[src/sv/cpa_ram.sv]
module cpa_ram #(
  parameter int WIDTH = 17,
  parameter int DEPTH = 256,
  localparam int AW = (DEPTH > 1) ? $clog2(DEPTH) : 1
) (
  input  logic             clk,
  input  logic             wr_en,
  input  logic [AW-1:0]    wr_addr,
  input  logic [WIDTH-1:0] wr_data,
  input  logic [AW-1:0]    rd_addr,
  output logic [WIDTH-1:0] rd_data
);

  logic [WIDTH-1:0] mem [DEPTH];

  always_ff @(posedge clk) begin
    if (wr_en) begin
      mem[wr_addr] <= wr_data;
    end
    rd_data <= mem[rd_addr];
  end

endmodule

[config.mk]
export PLATFORM = sky130hd
export DESIGN_NAME = cpa_ram
export DESIGN_NICKNAME = d
export VERILOG_FILES = /design/src/sv/cpa_ram.sv
export SDC_FILE = /design/constraint.sdc
export NUM_CORES = 2
export LEC_CHECK = 0
export ABC_AREA = 1
export BUFFER_PORTS_ARGS = -buffer_cell sky130_fd_sc_hd__buf_2
export CORE_MARGIN = 4
export CORE_UTILIZATION = 60
export DETAILED_ROUTE_END_ITERATION = 6
export MAX_ROUTING_LAYER = met4
export PLACE_DENSITY = 0.76
export SLEW_MARGIN = 25
export SYNTH_ARGS = -nofsm -noshare
export SYNTH_HDL_FRONTEND = slang
export SYNTH_MEMORY_MAX_BITS = 65536
export SYNTH_SLANG_ARGS = --single-unit
[constraint.sdc]
create_clock -name clk -period 3.6 [get_ports clk]
set_input_delay 0.54 -clock clk [delete_from_list [all_inputs] [get_ports clk]]
set_output_delay 0.54 -clock clk [all_outputs]
set_load 0.005 [all_outputs]
==> metrics <==
FFs w/ async S/R, synth 0%; Final Wtd Congestion just over 0.9; largest net degree at the start of global routing 144; most numerous cell in the Yosys netlist nand2_1; Slew @ Worst Pin 1.12 ns; Yosys reg bits 4369; Power Density about 540 nW/um^2; CP Max Fanout 57; post-synthesis sequential area ratio between 70% and 80%; Post-Syn Area per Cell 12.2 sq um; min cycle time layout ~2.8 ns; EDFF count, synth 4352; CTS tree built; CTS Buf Count 424; dpl cells 18100; fin worst setup slack around 0.83 ns; type of origin of the critical path input pin; share of post-route cells with drive strength above 1 9.43%; die width 549 microns; kind of critical path in2reg; Reg clk slew, reported paths 0.06 ns; synthesized net count 14500; WL/cell 26.3 microns; vias per cell 6.31; top post-synthesis cells by area edfxtp_1, nand3_1, nand2_1, buf_2, nor2_1; Sink Count 4369; io pins 52; final setup TNS 0 ns; cell taking the most area after synthesis edfxtp_1; Max-slew headroom 25.2%; Achievable Freq 361 MHz; Die Y-Extent 549 microns; worst hold path class in2reg; pre-CTS WS -0.0149 ns; Worst Path Required between 4 and 5 ns; DR pass1 iterations 7; Final nets 14700; Mapped Cells 14400; post-synthesis simple-gate area fraction 22.4%; XOR/XNOR Fraction of Synth Area 0%; clk root buf clkbuf_16; drt first-iter violations 19700; Post-DRT Antenna Nets 0; total gr overflow 0; starting density of the core 60.3%; Post-Synth Adder-Cell Area 0%; # Max-Cap Violations 0; unrepaired setup endpoints after global routing false; status complete, no violations; Ys Warns 0; critical path endpoint category flop; Post-CTS Setup Bufs 0; Max VDD drop just over 0.4 mV; synthesis-to-layout area growth 12.2%; vias in the first global route 114000; total power 107 mW; critical path data arrival time 3.67 ns; Worst Skew 0.0811 ns; WL final about 500 mm; Tot GR Track Use 33.4%; row cnt between 150 and 200; DRC 0; fin. max-slew vios 0; Post-DP HPWL between 200 and 300 mm; Synth top cells by count nand2_1, edfxtp_1, nand3_1; Max Buffers Root-to-Sink 4; final hold vios 0; first-pass GRT wire length 732 mm; Distinct cells, synth 16; period utilization 76.9%; Synth top area share 74.4%; # H-tree levels 5; later-pin clock latency in the skew report just under 1 ns; post-synthesis compound-gate area fraction 0%; Via Count around 120k; Core Box Area 291000 sq um; initial antenna violation count 37; mux contribution to synthesized area 0%; Most used DFF post-synth edfxtp_1; Syn Std Cell Area 176000 sq um; Finish-stage setup viols 0; area of the die a little over 300000 sq um; final std cells w/o fill 19000; Port Buffers 51; main combinational cell family by area after synthesis simple AND/OR/NAND/NOR gates; Leakage Power 69.5 nW
power breakdown:
group	switching, mW	leakage [nW]	internal, mW
clock network	19.2	6.68	24.6
registers	0.124	39.3	56.1
logic	5.06	23.5	1.72
cell type report:
type                            count  area [sq um]
Fill cell                       19400         94100
Clock inverter                    265          2610
Inverter                           39           200
Timing Repair Buffer              762          7850
Tap cell                         3900          4880
Multi-Input combinational cell   9042         39400
Sequential cell                  4369        131000
Clock buffer                      518         11100
Antenna cell                       58           145
worst paths after layout:
kind / start / end / cells past startpoint / slack, ns
max: rd_addr[0] / rd_data[12] / 14 / 0.83
min reg2reg: mem[158][11] / rd_data[11] / 10 / 0.98
max reg2reg: mem[179][3] / rd_data[3] / 10 / 1.10
min: wr_data[11] / mem[246][11] / 1 / 0.07
per-stage QoR:
step | util, % | instance area (sq um) | hold slack (ns)
after floorplan | - | 176000 | 0.639
after global placement | 62.9 | 183000 | 0.957
after CTS | 67.6 | 197000 | 0.00535
after detailed placement | 62.9 | 183000 | 0.962
final | 67.7 | 197000 | 0.0651
after global routing | 67.7 | 197000 | 0.0493
flip-flops by register name (all words and copies together), names as in the netlist:
signal   cells
rd_data     17
mem       4352
what timing repair did:
item                      CTS  global route
hold buffers                4             0
hold endpoints to repair   15             0
resized for setup           0             0
metal layers:
metal / track usage, % / up-vias / share of wire (%)
li1: - / 52000 / -
met1: 43.5 / 57500 / 35
met2: 49.8 / 8770 / 46
met3: 7.41 / 1404 / 13
met4: 17.5 / 0 / 6.0
met5: - / - / 0
cell families after synthesis:
kind of cell,count (synthesis)
buffers and inverters,1032
DFF,4369
and+or+nand+nor,9042
worst max-delay path: stages:
cell	delay [ns]
buf_12	0.18
inv_16	0.36
buf_12	0.33
buf_12	0.29
nand2_1	0.09
nand3_1	0.08
nand3_1	0.07
nand3_1	0.10
nand3_1	0.16
nand3_1	0.28
nand3_1	0.33
nand2_1	0.14
nand2_1	0.41
nand2_1	0.17
cell usage in the layout (no fill, tap or decap), types with 3 or more instances in the layout:
master and count:
inv_16 9, nand2_2 16, clkinv_1 97, nor2_1 255, nor2_2 28, dlygate4sd3_1 4, clkinv_8 8, diode_2 58
clkbuf_1 82, buf_8 20, clkinv_4 5, clkinv_16 9, bufinv_16 36, dfxtp_1 17, inv_1 31, nand3_1 4287
inv_8 3, buf_2 28, inv_6 6, clkbuf_16 425, clkinvlp_4 15, clkbuf_8 11, buf_12 163, buf_4 546
edfxtp_1 4352, nand2_1 4456, clkinv_2 84
No activity file was read; power rests on OpenSTA's default activity.
