==> config.mk <==
export PLATFORM = sky130hd
export DESIGN_NAME = cpa_seq
export DESIGN_NICKNAME = d
export VERILOG_FILES = /design/src/sv/cpa_pkg.sv /design/src/sv/cpa_seq.sv
export SDC_FILE = /design/constraint.sdc
export NUM_CORES = 1
export LEC_CHECK = 0
export BUFFER_PORTS_ARGS = -buffer_cell sky130_fd_sc_hd__buf_2
export CORE_ASPECT_RATIO = 0.9
export CORE_MARGIN = 2
export CORE_UTILIZATION = 55
export DETAILED_ROUTE_END_ITERATION = 16
export PLACE_DENSITY_LB_ADDON = 0.2
export SYNTH_ARGS = -nofsm -noshare
export SYNTH_HDL_FRONTEND = slang
export SYNTH_SLANG_ARGS = --single-unit
==> constraint.sdc <==
create_clock -name clk -period 11 [get_ports clk]
set_clock_uncertainty 0.2 [all_clocks]
set_input_delay 0.55 -clock clk [delete_from_list [all_inputs] [get_ports clk]]
set_output_delay 0.55 -clock clk [all_outputs]
set_load 0.05 [all_outputs]
==> src/sv/cpa_pkg.sv <==
package cpa_pkg;

  // Defaults for the top-level parameters.
  localparam int NUM_PAGES_DEF = 256;
  localparam int PID_BITS_DEF  = 16;

  // Fixed widths of the request, result and register fields.
  localparam int MODE_W  = 2;
  localparam int PIDF_W  = 16;
  localparam int COUNT_W = 9;
  localparam int INDEX_W = 8;
  localparam int STAT_W  = 2;
  localparam int PNUM_W  = 8;
  localparam int ADDR_W  = 24;
  localparam int PIU_W   = 9;
  localparam int PSIZE_W = 17;
  localparam int REG_W   = 17;
  localparam int REGIDX_W = 1;

  localparam int PIU_RESET   = 256;
  localparam int PSIZE_RESET = 256;

  typedef enum logic [MODE_W-1:0] {
    MODE_ALLOC  = 2'd0,
    MODE_FREE   = 2'd1,
    MODE_LOCATE = 2'd2
  } mode_t;

  typedef enum logic [STAT_W-1:0] {
    STAT_OK        = 2'd0,
    STAT_NO_SPACE  = 2'd1,
    STAT_NOT_FOUND = 2'd2
  } status_t;

  typedef enum logic [REGIDX_W-1:0] {
    REG_PAGES_IN_USE = 1'b0,
    REG_PAGE_SIZE    = 1'b1
  } reg_idx_t;

  typedef enum logic [2:0] {
    S_CLEAR,
    S_IDLE,
    S_SCAN,
    S_FILL,
    S_DONE
  } state_t;

  // Completion of one request, handed from the sequencer to the output stage.
  typedef struct packed {
    logic    done;
    status_t status;
  } res_t;

endpackage

==> src/sv/cpa_seq.sv <==
module cpa_seq import cpa_pkg::*; #(
  parameter int NUM_PAGES = NUM_PAGES_DEF,
  parameter int PID_BITS  = PID_BITS_DEF,
  localparam int PW = (NUM_PAGES > 1) ? $clog2(NUM_PAGES) : 1,
  localparam int CW = PW + 1
) (
  input  logic                clk,
  input  logic                rst,
  input  logic                start,
  output logic                ready,
  input  logic [MODE_W-1:0]   mode,
  input  logic [PID_BITS-1:0] id,
  input  logic [COUNT_W-1:0]  count,
  input  logic [INDEX_W-1:0]  want,
  input  logic [CW-1:0]       limit,
  output logic                ram_we,
  output logic [PW-1:0]       ram_waddr,
  output logic [PID_BITS:0]   ram_wdata,
  output logic [PW-1:0]       ram_raddr,
  input  logic [PID_BITS:0]   ram_rdata,
  input  logic                out_free,
  output res_t                res,
  output logic [PW-1:0]       res_page
);

  localparam int LW = (CW > COUNT_W) ? CW : COUNT_W;

  state_t               state, state_next;
  mode_t                mode_r;
  logic [PID_BITS-1:0]  id_r;
  logic [COUNT_W-1:0]   count_r;
  logic [INDEX_W-1:0]   want_r;
  logic [CW-1:0]        limit_r;
  logic [CW-1:0]        ip;
  logic                 rv;
  logic [PW-1:0]        ra;
  logic [COUNT_W-1:0]   run;
  logic [CW-1:0]        start_pg;
  logic                 found;
  logic [INDEX_W-1:0]   seen;
  logic [PW-1:0]        page_r;
  status_t              status_r;
  logic [COUNT_W-1:0]   fill_left;
  logic [PW-1:0]        wp;
  logic [PW-1:0]        clr;

  logic hit, free_e, alloc_hit, loc_hit, scan_end, issue, bad_alloc;

  // Shared compare unit: one table entry is judged per cycle.
  always_comb begin
    hit       = rv && ram_rdata[PID_BITS] && (ram_rdata[PID_BITS-1:0] == id_r);
    free_e    = rv && !ram_rdata[PID_BITS];
    alloc_hit = free_e && ((run + COUNT_W'(1)) == count_r);
    loc_hit   = hit && (seen == want_r);
    scan_end  = !rv && (ip >= limit_r);
    issue     = ip < limit_r;
    bad_alloc = (count == '0) || (LW'(count) > LW'(limit));
  end

  always_ff @(posedge clk) begin
    if (rst) begin
      state <= S_CLEAR;
    end else begin
      state <= state_next;
    end
  end

  always_comb begin
    state_next = state;
    ready      = 1'b0;
    ram_we     = 1'b0;
    ram_waddr  = clr;
    ram_wdata  = '0;
    ram_raddr  = ip[PW-1:0];
    res.done   = 1'b0;
    res.status = status_r;
    res_page   = page_r;
    unique case (state)
      S_CLEAR: begin
        ram_we = 1'b1;
        if (clr == PW'(NUM_PAGES - 1)) begin
          state_next = S_IDLE;
        end
      end
      S_IDLE: begin
        ready = 1'b1;
        if (start) begin
          priority if (mode_t'(mode) == MODE_ALLOC && bad_alloc) begin
            state_next = S_DONE;
          end else if (mode_t'(mode) == MODE_ALLOC || mode_t'(mode) == MODE_FREE ||
                       mode_t'(mode) == MODE_LOCATE) begin
            state_next = S_SCAN;
          end else begin
            state_next = S_DONE;
          end
        end
      end
      S_SCAN: begin
        if (mode_r == MODE_FREE && hit) begin
          ram_we    = 1'b1;
          ram_waddr = ra;
        end
        priority if (mode_r == MODE_ALLOC && alloc_hit) begin
          state_next = S_FILL;
        end else if (mode_r == MODE_LOCATE && loc_hit) begin
          state_next = S_DONE;
        end else if (scan_end) begin
          state_next = S_DONE;
        end else begin
          state_next = S_SCAN;
        end
      end
      S_FILL: begin
        ram_we    = 1'b1;
        ram_waddr = wp;
        ram_wdata = {1'b1, id_r};
        if (fill_left == '0) begin
          state_next = S_DONE;
        end
      end
      S_DONE: begin
        if (out_free) begin
          res.done   = 1'b1;
          state_next = S_IDLE;
        end
      end
      default: state_next = S_IDLE;
    endcase
  end

  always_ff @(posedge clk) begin
    if (rst) begin
      clr <= '0;
      rv  <= 1'b0;
    end else begin
      unique case (state)
        S_CLEAR: clr <= clr + PW'(1);
        S_IDLE: begin
          if (start) begin
            mode_r   <= mode_t'(mode);
            id_r     <= id;
            count_r  <= count;
            want_r   <= want;
            limit_r  <= limit;
            ip       <= '0;
            rv       <= 1'b0;
            run      <= '0;
            start_pg <= '0;
            found    <= 1'b0;
            seen     <= '0;
            page_r   <= '0;
            if (mode_t'(mode) == MODE_ALLOC) begin
              status_r <= STAT_NO_SPACE;
            end else begin
              status_r <= STAT_NOT_FOUND;
            end
          end
        end
        S_SCAN: begin
          rv <= issue;
          ra <= ip[PW-1:0];
          if (issue) begin
            ip <= ip + CW'(1);
          end
          unique case (mode_r)
            MODE_ALLOC: begin
              if (rv) begin
                if (ram_rdata[PID_BITS]) begin
                  run      <= '0;
                  start_pg <= CW'(ra) + CW'(1);
                end else begin
                  run <= run + COUNT_W'(1);
                end
              end
              if (alloc_hit) begin
                wp        <= start_pg[PW-1:0];
                fill_left <= count_r - COUNT_W'(1);
              end
            end
            MODE_FREE: begin
              if (hit) begin
                found    <= 1'b1;
                status_r <= STAT_OK;
                if (!found) begin
                  page_r <= ra;
                end
              end
            end
            MODE_LOCATE: begin
              if (hit) begin
                if (seen == want_r) begin
                  status_r <= STAT_OK;
                  page_r   <= ra;
                end else begin
                  seen <= seen + INDEX_W'(1);
                end
              end
            end
            default: ;
          endcase
        end
        S_FILL: begin
          wp        <= wp + PW'(1);
          fill_left <= fill_left - COUNT_W'(1);
          if (fill_left == '0) begin
            status_r <= STAT_OK;
            page_r   <= start_pg[PW-1:0];
          end
        end
        S_DONE: rv <= 1'b0;
        default: ;
      endcase
    end
  end

endmodule

==> flow_summary.json, run 1 <==
{
  "status": "finished, final reports clean",
  "drv_slew": 0,
  "synthCells": 636,
  "yosys.area.top_type_share_pct": 49.1,
  "setup_viol": 0,
  "fin_crit_sh_pct": 38.3,
  "ctsLongestPathBuffers": 2,
  "start_kind": "register",
  "synth_area_leaders": "edfxtp_1, xnor2_1, ha_1",
  "netlist_area_um2": 6970,
  "place_area_um2": 7590,
  "worstSetupPathType": "register to register",
  "drt_iter0_markers": 527,
  "cts_sinks": 126,
  "wl_um": 16100,
  "place_congestion": 0.893,
  "path_buf_inv": 2,
  "async_flop_share_pct": 0,
  "ys_ff_latch": 126,
  "die_w_um": 123,
  "worstMarginPinSlew_ns": 1.13,
  "die_area_um2": 13600,
  "period_needed_ns": 4.21,
  "fp.coreArea_um2": 12500,
  "io_pins": 111,
  "critical_path.max_fanout": 26,
  "leakagePower_uw": 0.00314,
  "dp_hpwl_um": 11800,
  "io_buffers": 110,
  "grt-ovfl-total": 0,
  "synth_edf_count": 114,
  "htree_levels": 4,
  "grt_max_degree": 45,
  "synth_largest_area_cell": "edfxtp_1",
  "post_cts_buffers": 0,
  "worstPathArrival_ns": 4.05,
  "worst_path_max_delay_cell": "a221oi_1",
  "cts_root_buf": "clkbuf_16",
  "clkSlewWorstSetupHoldPaths_ns": 0.05,
  "clk_latency_ns": 0.43,
  "crit_path_max_incr_delay_ns": 0.94,
  "path_common_cell": "inv_2",
  "vdd_drop_max_v": 0.000106,
  "synth.most_common_cell": "edfxtp_1",
  "drive_gt1_share_pct": 20.8,
  "synth_cell_types": 59,
  "wl_per_cell_um": 17.6,
  "post_drt_via_cell_ratio": 5.76,
  "ant_nets": 0,
  "hold_class": "input port to register",
  "grt_pass1_wl_um": 26000,
  "power_density_nw_per_um2": 137,
  "final_cell_area_um2": 8200,
  "fmax_mhz": 237,
  "syn_nets": 729,
  "fin_nets": 829,
  "required_ns": 10.84,
  "hold_viol": 0,
  "path_cells": "inv_2 > nor2_1 > nand2_1 > inv_2 > nand3_1 > a221oi_1",
  "rsz0062_at_grt": "false",
  "avgSynthCellArea_um2": 11.0,
  "cts_made_buffers": 17,
  "yosys_warnings": 0,
  "synth-main-ff-cell": "edfxtp_1",
  "timing.hold.ws_ns": 0.0956,
  "vias": 5263,
  "initial_core_util_pct": 55.6,
  "drv_cap": 0,
  "syn_to_final_growth_pct": 17.5,
  "grt_pass1_vias": 5269,
  "setup_tns_ns": 0,
  "gr-usage-all-layers_pct": 24.9,
  "cp-end-kind": "register",
  "drc": 0,
  "holdBufCountCts": 0,
  "cp_top_family": "simple AND/OR/NAND/NOR gates",
  "die_h_um": 111,
  "first_pass_iters": 5,
  "diodes": 0,
  "netlist_top_cells_count": "edfxtp_1, nor2_1, xnor2_1",
  "cts_tree": "built",
  "row_count": 39,
  "post_cts_resized": 0,
  "seq_area_frac_synth_pct": 52.5,
  "max_slew_margin_pct": 24.8,
  "antenna_found_initial": 0
}
layout by cell type, fill, tap and decap left out, types with 16 or more instances in the layout:
cell and instances:
buf_2 110, nand4_1 17, o21ai_0 16, xor2_1 33, a21oi_1 17, nor2_1 72, clkbuf_16 17, nand2_1 33
nor3_1 20, edfxtp_1 114, inv_1 28, and2_1 21, ha_1 28, mux2i_1 19, xnor2_1 42, nand3_1 33
where the power goes:
part,internal (uW),leakage [uW],switching (uW)
Sequential,518,0.00116,1.59
Clock,366,0.000291,202
Combinational,17.5,0.00170,18.5
registers in the layout (all words and copies together), names as in the netlist, 9 cells and up:
signal / count
id_r: 16
count_r: 9
fill_left: 9
ip: 9
limit_r: 9
run: 9
per-stage QoR:
| step | setup WS, ns | util (%) | power (uW) | cells |
|---|---|---|---|---|
| 3_5_place_dp | 6.97 | 60.6 | 565 | 881 |
| 4_1_cts | 6.94 | 65.3 | 1130 | 913 |
| 2_1_floorplan | 6.22 | - | 546 | 636 |
| 6_report | 6.79 | 65.3 | 1120 | 913 |
| 3_3_place_gp | 7.17 | 60.6 | 564 | 881 |
| 5_1_grt | 6.59 | 65.3 | 1160 | 913 |
path summary, 6_finish.rpt:
kind	start	endpoint	slack [ns]	cells past startpoint
max	state[1]$_SDFFE_PP0P_	seen[3]$_SDFFCE_PN0P_	6.79	6
min	id[14]	id_r[14]$_DFFE_PP_	0.1	1
max reg2reg	state[1]$_SDFFE_PP0P_	seen[3]$_SDFFCE_PN0P_	6.79	6
min reg2reg	rv$_SDFFE_PP0P_	rv$_SDFFE_PP0P_	0.34	2
logic make-up after synthesis:
logic type                 after synthesis  share of synthesized area (%)
buffers and inverters                   62                           4.09
xor gates and xnor gates                75                           9.42
muxes                                   19                           2.73
adders and majority gates               28                           5.02
DFF                                    126                           52.5
and+or+nand+nor                        241                           17.4
AOI/OAI and AO/OA                       85                           8.81
final cells by class:
class,count,area [um^2]
Clock inverter,11,141
Multi-Input combinational cell,448,3040
Fill cell,969,4350
Inverter,31,116
Tap cell,164,205
Timing Repair Buffer,112,566
Sequential cell,126,3660
Clock buffer,21,460
layer usage:
metal | vias up | GRT usage, % | wire length, um
li1 | 2497 | - | -
met1 | 2503 | 32.0 | 6880
met2 | 233 | 40.0 | 7650
met3 | 30 | 6.89 | 1220
met4 | 0 | 9.43 | 346
met5 | - | 0 | 0
No activity file was read; power rests on OpenSTA's default activity.
==> run 2, diff against run 1 <==
Settings changed: CORE_UTILIZATION 55 to 52.
Clock period 11 ns to 3.4 ns, I/O delays scaled along.
==> flow_summary.json, run 2 (synthesized netlist as in run 1, its figures left out) <==
{
  "fin_crit_sh_pct": 90.7,
  "cts_sinks": 126,
  "drc": 0,
  "dp_hpwl_um": 12000,
  "worstSetupPathType": "register to primary output",
  "ctsLongestPathBuffers": 2,
  "grt_pass1_vias": 5485,
  "worstPathArrival_ns": 2.71,
  "row_count": 40,
  "cts_root_buf": "clkbuf_16",
  "htree_levels": 4,
  "clk_latency_ns": 0.43,
  "fp.coreArea_um2": 13200,
  "layout_common_cells": "edfxtp_1, buf_2, nor2_1, dlygate4sd3_1, xnor2_1",
  "hold_start": "out_free",
  "post_cts_buffers": 0,
  "cp-end-kind": "primary output",
  "io_pins": 111,
  "worstMarginPinSlew_ns": 0.618,
  "largest_reg_flops": 16,
  "die_area_um2": 14400,
  "start_kind": "register",
  "syn_to_final_growth_pct": 24.8,
  "rsz0062_at_grt": "false",
  "initial_core_util_pct": 52.8,
  "hold_viol": 0,
  "cts_tree": "built",
  "antenna_found_initial": 0,
  "io_buffers": 110,
  "period_needed_ns": 3.08,
  "drive_gt1_share_pct": 20.8,
  "grt_max_degree": 45,
  "first_pass_iters": 5,
  "r2r-start": "run[0]$_SDFFCE_PN0P_",
  "wl_um": 16900,
  "required_ns": 3.03,
  "largest_register": "id_r",
  "drv_cap": 0,
  "diodes": 0,
  "max_slew_margin_pct": 58.6,
  "status": "finished, final reports clean",
  "die_w_um": 126,
  "cts_made_buffers": 17,
  "leakagePower_uw": 0.00336,
  "holdPathStages": 3,
  "grt-ovfl-total": 0,
  "vdd_drop_max_v": 0.000419,
  "gr-usage-all-layers_pct": 24.5,
  "rr_worst_depth": 8,
  "min_to": "state[2]$_SDFFE_PP0P_",
  "setup_viol": 0,
  "r2r_end": "fill_left[6]$_DFFE_PP_",
  "fmax_mhz": 324,
  "post_drt_via_cell_ratio": 5.56,
  "drt_iter0_markers": 432,
  "grt_pass1_wl_um": 27400,
  "hold_class": "input port to register",
  "pre_cts_ws_ns": 0.515,
  "drv_slew": 0,
  "clkSlewWorstSetupHoldPaths_ns": 0.05,
  "die_h_um": 114,
  "critical_path.max_fanout": 6,
  "r2r_slack_ns": 0.48,
  "power_density_nw_per_um2": 414,
  "fin_nets": 885,
  "wl_per_cell_um": 17.4,
  "final_common_cell": "edfxtp_1",
  "worst_slack_ns": 0.317,
  "setup_tns_ns": 0,
  "vias": 5403,
  "place_congestion": 0.913,
  "ant_nets": 0
}
==> run 2: changes by cell type in the layout (fill, tap and decap cells not counted), moves of 2 or more <==
| cell | before | now |
|---|---|---|
| buf_4 | 2 | 12 |
| clkbuf_1 | 2 | 0 |
| clkbuf_8 | 2 | 0 |
| clkinvlp_4 | 2 | 6 |
| dlygate4sd3_1 | 0 | 46 |
==> run 2: critical path, cell delays in order (launching register included) <==
cell       delay (ns)
edfxtp_1         0.40
xnor2_1          0.21
nand3_1          0.12
nor3_2           0.41
nand3_1          0.32
a21oi_2          0.33
a2bb2oi_1        0.21
buf_2            0.29
==> run 2: cell type report <==
| cell class | instances | area (um^2) |
|---|---|---|
| clock inverters | 14 | 145 |
| repair buffers | 168 | 1100 |
| flip-flops and latches | 126 | 3660 |
| fillers | 1019 | 4510 |
| inverters | 31 | 116 |
| well taps | 168 | 210 |
| multi-input cells | 448 | 3040 |
| clock buffers | 17 | 425 |
==> run 2: where the power goes <==
| group | switching [uW] | internal (uW) |
|---|---|---|
| logic | 67.2 | 91.4 |
| registers | 5.02 | 1680 |
| clock network | 691 | 1070 |
| total | 763 | 2840 |
==> run 2: worst max-delay path by stage <==
stage,to,cells past startpoint,from
3_5_place_dp,wp[0]$_DFFE_PP_,8,run[0]$_SDFFCE_PN0P_
4_1_cts,ram_waddr[3],7,id_r[7]$_DFFE_PP_
6_report,ram_waddr[3],7,id_r[8]$_DFFE_PP_
2_1_floorplan,count_r[0]$_DFFE_PP_,4,state[0]$_SDFFE_PP0P_
3_3_place_gp,wp[0]$_DFFE_PP_,8,run[0]$_SDFFCE_PN0P_
5_1_grt,ram_waddr[3],7,id_r[3]$_DFFE_PP_
==> run 2: metal layers <==
layer,GRT usage [%],vias to the layer above,part of all wire (%)
li1,-,2608,-
met1,30.4,2579,42
met2,41.8,197,50
met3,6.52,19,6.1
met4,8.72,0,1.6
met5,0,-,0
==> run 2: timing repair <==
item | in CTS | in global routing
hold endpoints to repair | 55 | 0
hold buffers | 46 | 0
gates resized for setup | 0 | 0
==> run 2: stage by stage <==
stage                     hold slack [ns]  util, %  total power (uW)  instance area [um^2]  std cells
after floorplan                    0.0689        -              1770                  6980        636
after global placement              0.147     58.1              1820                  7670        895
after detailed placement            0.148     58.1              1830                  7670        895
after CTS                        0.000816     65.9              3630                  8700        972
after global routing               0.0319     65.9              3710                  8700        972
final                              0.0175     65.9              3600                  8700        972
==> run 3, diff against run 2 <==
Settings changed: MAX_ROUTING_LAYER set to met4.
==> flow_summary.json, run 3 (synthesized netlist as in run 1, its figures left out) <==
{
  "cts_sinks": 126,
  "fp.coreArea_um2": 13200,
  "met2_usage_pct": 40.1,
  "p_clk_share_pct": 48.5,
  "worstMarginPinSlew_ns": 0.638,
  "fin_crit_sh_pct": 88.0,
  "met3_usage_pct": 6.24,
  "io_buffers": 110,
  "layout_common_cells": "edfxtp_1, buf_2, nor2_1, dlygate4sd3_1, xnor2_1",
  "grt_pass1_vias": 5502,
  "die_h_um": 114,
  "drv_cap": 0,
  "htree_levels": 4,
  "drc": 0,
  "hold_class": "input port to register",
  "critical_path.max_fanout": 6,
  "path_buf_inv": 1,
  "final_common_cell": "edfxtp_1",
  "holdBufCountCts": 46,
  "seq_power_share_pct": 47.2,
  "switching_share_pct": 20.6,
  "fillers": 1024,
  "cp-end-kind": "primary output",
  "antenna_found_initial": 0,
  "diodes": 0,
  "place_congestion": 0.944,
  "io_pins": 111,
  "hold_viol": 0,
  "setup_tns_ns": 0,
  "drv_slew": 0,
  "grt-busiest-layer": "met2",
  "post_drt_via_cell_ratio": 5.48,
  "cts_root_buf": "clkbuf_16",
  "grt_max_degree": 45,
  "vdd_drop_max_v": 0.000396,
  "largest_reg_flops": 16,
  "p_sw_uw": 735,
  "max_slew_margin_pct": 57.3,
  "post_cts_buffers": 0,
  "vias": 5323,
  "die_area_um2": 14400,
  "required_ns": 3.03,
  "wl_per_cell_um": 16.9,
  "ctsLongestPathBuffers": 2,
  "wl_um": 16400,
  "first_pass_iters": 5,
  "cts_made_buffers": 17,
  "gr-usage-all-layers_pct": 24.4,
  "power_density_nw_per_um2": 410,
  "final_cell_area_um2": 8680,
  "rsz0062_at_grt": "false",
  "period_needed_ns": 2.99,
  "combPwrFrac_pct": 4.4,
  "place_area_um2": 7670,
  "internal-power_uw": 2830,
  "status": "finished, final reports clean",
  "clkSlewWorstSetupHoldPaths_ns": 0.06,
  "start_kind": "register",
  "clk_latency_ns": 0.43,
  "grt-ovfl-total": 0,
  "syn_to_final_growth_pct": 24.5,
  "cp_top_family": "simple AND/OR/NAND/NOR gates",
  "grt_pass1_wl_um": 26500,
  "grt_use_met1_pct": 29.9,
  "drive_gt1_share_pct": 20.5,
  "drt_iter0_markers": 385,
  "leakagePower_uw": 0.00337,
  "post_cts_resized": 0,
  "cts_tree": "built",
  "crit_path_max_incr_delay_ns": 0.41,
  "die_w_um": 126,
  "fin_nets": 885,
  "worstSetupPathType": "register to primary output",
  "initial_core_util_pct": 52.8,
  "setup_viol": 0,
  "dp_hpwl_um": 11900,
  "row_count": 40,
  "path_cells": "xnor2_1 > nand4_1 > nor3_2 > nand3_1 > a21oi_2 > a2bb2oi_1 > buf_2",
  "fmax_mhz": 334,
  "ant_nets": 0,
  "largest_register": "id_r",
  "worst_path_max_delay_cell": "edfxtp_1",
  "worstPathArrival_ns": 2.62
}
run 3: final cells by class:
type / instances / area (um^2) / share of cell area, %
sequential: 126 / 3660 / 42.2
multi-input combinational: 448 / 3040 / 35.0
timing repair buffer: 168 / 1100 / 12.7
clock buffer: 18 / 429 / 4.94
tap: 168 / 210 / 2.42
clock inverter: 13 / 124 / 1.43
inverter: 31 / 116 / 1.34
run 3: power by group through the flow:
stage	combinational [uW]	clock, uW	sequential, uW
finish	155	1730	1680
global route	171	1810	1680
CTS	155	1750	1680
detailed placement	115	0	1710
global placement	111	0	1710
floorplan	54.3	0	1710
run 3: worst reg2reg max path: cells and delay by family, from the launching register on:
kind / cells / cell delay (ns)
buffers and inverters: 1 / 0.29
flip-flops: 1 / 0.46
adder cells (fa/ha/maj): 1 / 0.36
AO/OA/AOI/OAI: 3 / 0.79
AND/OR/NAND/NOR: 2 / 0.29
XOR/XNOR: 1 / 0.19
run 3: through the flow:
stage | cells | power, uW | utilization [%] | hold slack [ns] | setup WS, ns
floorplan | 636 | 1770 | - | 0.0689 | 0.185
global placement | 895 | 1820 | 58.1 | 0.146 | 0.593
detailed placement | 895 | 1830 | 58.1 | 0.148 | 0.507
CTS | 972 | 3580 | 65.7 | 0.00695 | 0.375
global route | 972 | 3660 | 65.7 | 0.0190 | 0.176
finish | 972 | 3560 | 65.7 | 0.0125 | 0.408
run 3: final timing paths:
check | depth (start not counted) | endpoint | from | slack (ns)
setup / recovery | 7 | ram_waddr[6] | id_r[11]$_DFFE_PP_ | 0.41
hold / removal | 3 | state[2]$_SDFFE_PP0P_ | out_free | 0.01
setup reg to reg | 8 | wp[4]$_DFFE_PP_ | run[0]$_SDFFCE_PN0P_ | 0.50
hold reg to reg | 2 | clr[7]$_SDFFE_PP0P_ | clr[7]$_SDFFE_PP0P_ | 0.34
run 3: routing by layer:
metal / wire (um) / part of all wire [%]
met5: 0 / 0
met4: 195 / 1.2
met3: 994 / 6.1
met2: 8130 / 50
met1: 7080 / 43
